==> config.mk <==
export PLATFORM = sky130hd
export DESIGN_NAME = cec_column_cell
export DESIGN_NICKNAME = d
export VERILOG_FILES = /design/src/sv/clamped_edge_image_convolution_core_assert.svh /design/src/sv/cec_pkg.sv /design/src/sv/cec_column_cell.sv
export SDC_FILE = /design/constraint.sdc
export NUM_CORES = 1
export LEC_CHECK = 0
export BUFFER_PORTS_ARGS = -buffer_cell sky130_fd_sc_hd__buf_2
export CAP_MARGIN = 20
export CORE_UTILIZATION = 35
export DETAILED_ROUTE_END_ITERATION = 12
export PLACE_DENSITY = 0.74
export SETUP_SLACK_MARGIN = 0.5
export SYNTH_ARGS = -nofsm -noshare
export SYNTH_HDL_FRONTEND = slang
export SYNTH_SLANG_ARGS = --single-unit
==> constraint.sdc <==
create_clock -name clock -period 0.8 [get_ports clock]
set_input_delay 0.08 -clock clock [delete_from_list [all_inputs] [get_ports clock]]
set_output_delay 0.08 -clock clock [all_outputs]
set_load 0.01 [all_outputs]
==> src/sv/clamped_edge_image_convolution_core_assert.svh <==
// Assertion macros shared by the convolution core.
`ifndef CLAMPED_EDGE_IMAGE_CONVOLUTION_CORE_ASSERT_SVH
`define CLAMPED_EDGE_IMAGE_CONVOLUTION_CORE_ASSERT_SVH

// A condition that must hold at every clock edge outside reset.
`define CEC_ASSERT_HOLDS(label, clk, rst, cond, msg) \
   label: assert property (@(posedge clk) disable iff (rst) (cond)) else $error(msg);

// A condition that must hold in the cycle after the trigger.
`define CEC_ASSERT_NEXT(label, clk, rst, trig, cons, msg) \
   label: assert property (@(posedge clk) disable iff (rst) (trig) |=> (cons)) else $error(msg);

`endif

==> src/sv/cec_pkg.sv <==
`default_nettype none

package cec_pkg;

   typedef logic [7:0] sample_type;
   // One pixel, channel 0 in the lowest byte.
   typedef sample_type [2:0] pixel_type;
   // One window column, top row in the lowest pixel.
   typedef pixel_type [2:0] column_type;
   // Three window columns: left, center, right.
   typedef column_type [2:0] window_type;

   typedef logic signed [15:0] coef_type;
   typedef coef_type [2:0] kernel_row_type;
   typedef kernel_row_type [2:0] kernel_type;

   localparam int ResultWidth = 29;
   typedef logic signed [ResultWidth-1:0] result_type;
   typedef result_type [2:0] result_set_type;

   localparam logic [12:0] HeightLimit = 13'd4096;

   typedef enum logic [2:0] {
      CSR_KERNEL_TOP    = 3'd0,
      CSR_KERNEL_MIDDLE = 3'd1,
      CSR_KERNEL_BOTTOM = 3'd2,
      CSR_IMAGE_WIDTH   = 3'd3,
      CSR_IMAGE_HEIGHT  = 3'd4,
      CSR_NUM_CHANNELS  = 3'd5,
      CSR_KEEP_CHANNELS = 3'd6
   } csr_index_type;

   typedef struct packed {
      kernel_type kernel;
      logic       ch1_on;
      logic       ch2_on;
      logic       keep;
   } mac_cfg_type;

   typedef struct packed {
      logic prod;
      logic rows;
      logic chans;
      logic result;
   } mac_load_type;

   typedef struct packed {
      logic emit;
      logic right_is_new;
      logic left_from_center;
      logic top_from_a;
      logic bot_from_a;
      logic do_shift;
      logic do_write;
      logic frame_last;
   } s1_ctl_type;

endpackage

`default_nettype wire

==> src/sv/cec_column_cell.sv <==
`default_nettype none

// One window column; loads from its neighbor when the window shifts.
module cec_column_cell (
   input  logic                   clock,
   input  logic                   shift,
   input  cec_pkg::column_type    col_in,
   output cec_pkg::column_type    col_out
);

   cec_pkg::column_type col_ff;

   always_ff @(posedge clock) begin
      if (shift) begin
         col_ff <= col_in;
      end
   end

   assign col_out = col_ff;

endmodule

`default_nettype wire

==> results.md <==
* Complex-gate fraction of the synthesized area at 0
* Multi-input logic area at 0 µm²
* Failing checks: negative hold slack, negative setup slack
* Simple-gate share of the synthesized area at 0
* Min Tclk post-route at 0.938 ns
* Power Internal at 6400 µW
* Initial Util at 0.363
* Drt drc at 0
* Largest net degree at the start of global routing at 18
* Worst path cell trace: buf_2
* Crit path max-delay cell type: edfxtp_1
* I/O Pins at 146
* Max Cap Viol at 0
* Lkg Pwr at 0.00156 µW
* Vias per inst at 4.27
* Die area at 6500 µm²
* Fmax achieved at 1.07 GHz
* Chip width at 80.6 µm
* Remaining antenna violation count at 0
* Clock power frac at 0.324
* Setup WS post-layout at -0.138 ns
* Global-route wire length before repair at 6380 µm
* Arr. time, crit path at 0.86 ns
* H-tree levels at 3
* Fin crit share at 1.17
* Grt ovf at 0
* Power density cells at 2260 nW/µm²
* Vias in the first global route at 1345
* GPL Wtd Cong at 0.655
* Core Rows at 28
* Sequential cell area at 2160 µm²
* Status: complete, but fails checks
* Worst Path Class, Setup: flip-flop to output port
* DR WL/cell at 14.7 µm
* Die H at 80.6 µm
* Minimum hold slack at -0.0849 ns
* Layout filler cell count at 490
* Post-Route WL at 4770 µm
* Worst-path clk slew at 0.07 ns
* Net Sw Power at 1700 µW
* DR iter-0 viols at 35
* Gr usage total at 0.146
* Layout area overhead at 65.7%
* Via count at 1382
* Peak VDD IR at 1380 µV
* Syn nets at 146
* Finished Layout Cells at 324
* CTS tree: done
* Hold Crit Depth at 1
* Number of buffers and inverters on the critical path at 1
* Clock Path Buffers at 2
* Synthesized area per cell at 30.0 µm²
* Worst hold path class: input pin to flip-flop
* CTS Sinks at 72
* Root Buffer: clkbuf_8
* Mapped Area at 2160 µm²
* Relative slew slack at 0.926
* Flops & latches, synth at 72
* CP endpoint kind: output port
* Final hold vios at 72
* Sequential area share after synthesis at 1.00
* Yosys cell types at 1
* Share of post-route cells with drive strength above 1 at 0.698
* Drt pass-1 iters at 4
* Post-Synth XOR/XNOR Area at 0
* Max reg flops at 72
* # setup viols final at 72
* CP peak stage delay at 0.38 ns
* Hold path start: col_in[70]
* PortBufs at 145
* Max-slew violations at 0
* RSZ-0062 raised after global routing: true
* Pre-CTS WS at 0.0233 ns
* Combinational share of power at 0.115
* Worst Hold End: col_out[70]
* Yosys warns at 0
* Post-synthesis cell count at 72
* Multi-input comb cells at 0
* Placed instance area at 3020 µm²
* Post-synthesis adder-cell area fraction at 0
* Least-Margin Pin Slew at 0.112 ns
* Nets@finish at 318
* Switching share of power at 0.210
* Mux cell area share after synthesis at 0
* CP Launch Type: flip-flop
* Worst-path fanout max at 1
* CORE AREA at 5960 µm²
* Setup_tns at -8.31 ns
* Placed cell count at 294
* Sequential fraction of design power at 0.561
* Post-route cell area at 3580 µm²
* Antenna violations before repair at 1
* Family with the most delay on the worst path: flip-flops
* Inserted Clock Buffers at 9
* Worst EP required at 0.72 ns
==> routing by layer <==
metal	global-route usage	part of all wire	up-vias
li1	-	-	641
met1	0.154	0.36	646
met2	0.224	0.49	89
met3	0.0886	0.13	6
met4	0.0804	0.016	0
met5	0	0	-
==> area by class of cell <==
| type | instances | area share |
|---|---|---|
| flip-flops and latches | 72 | 0.603 |
| clock inverters | 4 | 0.0129 |
| diodes | 1 | 0.000698 |
| repair buffers | 161 | 0.320 |
| well taps | 75 | 0.0262 |
| clock buffers | 11 | 0.0367 |
==> worst max-delay path by stage <==
stage             endpoint         from  slack, ns  depth (start not counted)
4_1_cts        col_out[17]  col_out[17]      -0.16                          1
2_1_floorplan   col_out[0]   col_out[0]       0.33                          0
3_5_place_dp   col_out[23]        shift       0.02                          2
3_3_place_gp   col_out[30]        shift       0.03                          2
5_1_grt        col_out[43]  col_out[43]      -0.19                          1
6_report       col_out[43]  col_out[43]      -0.14                          1
==> through the flow <==
stage                     total power, µW  utilization  hold WS [ns]
after CTS                            8120        0.576        -0.101
final                                8100        0.602       -0.0849
after detailed placement             5340        0.507         0.258
after floorplan                      4810            -         0.179
after global placement               5310        0.507         0.256
after global routing                 8390        0.601        -0.104
==> power by group through the flow <==
stage	Clock [µW]	Sequential, µW	Combinational [µW]
finish	2620	4540	928
global route	2820	4580	997
CTS	2710	4550	862
detailed placement	0	4630	713
global placement	0	4620	699
floorplan	0	4810	0
==> layout by cell type, fill, tap and decap left out <==
cell        Yosys  routed
buf_2           0     143
edfxtp_1       72      72
clkbuf_8        0       9
buf_16          0       8
clkbuf_16       0       5
buf_12          0       3
clkbuf_1        0       2
diode_2         0       1
clkinvlp_4      0       1
clkinv_1        0       1
bufinv_16       0       1
clkinv_2        0       1
buf_6           0       1
buf_8           0       1
==> logic make-up (layout without fill, tap and decap cells) <==
group / Yosys count / in the layout
other cells: 0 / 1
buf+inv: 0 / 176
flops: 72 / 72
==> cells in the mapped netlist <==
cell type  number  area (µm²)
edfxtp_1       72        2160
==> what timing repair did <==
item	4_1_cts	5_1_grt
endpoints found under the hold margin	72	72
buffers inserted	2	1
resized for setup	14	1
gates cloned	6	5
setup endpoints to repair	144	126
Note: power is estimated with default switching activity, not from simulation.
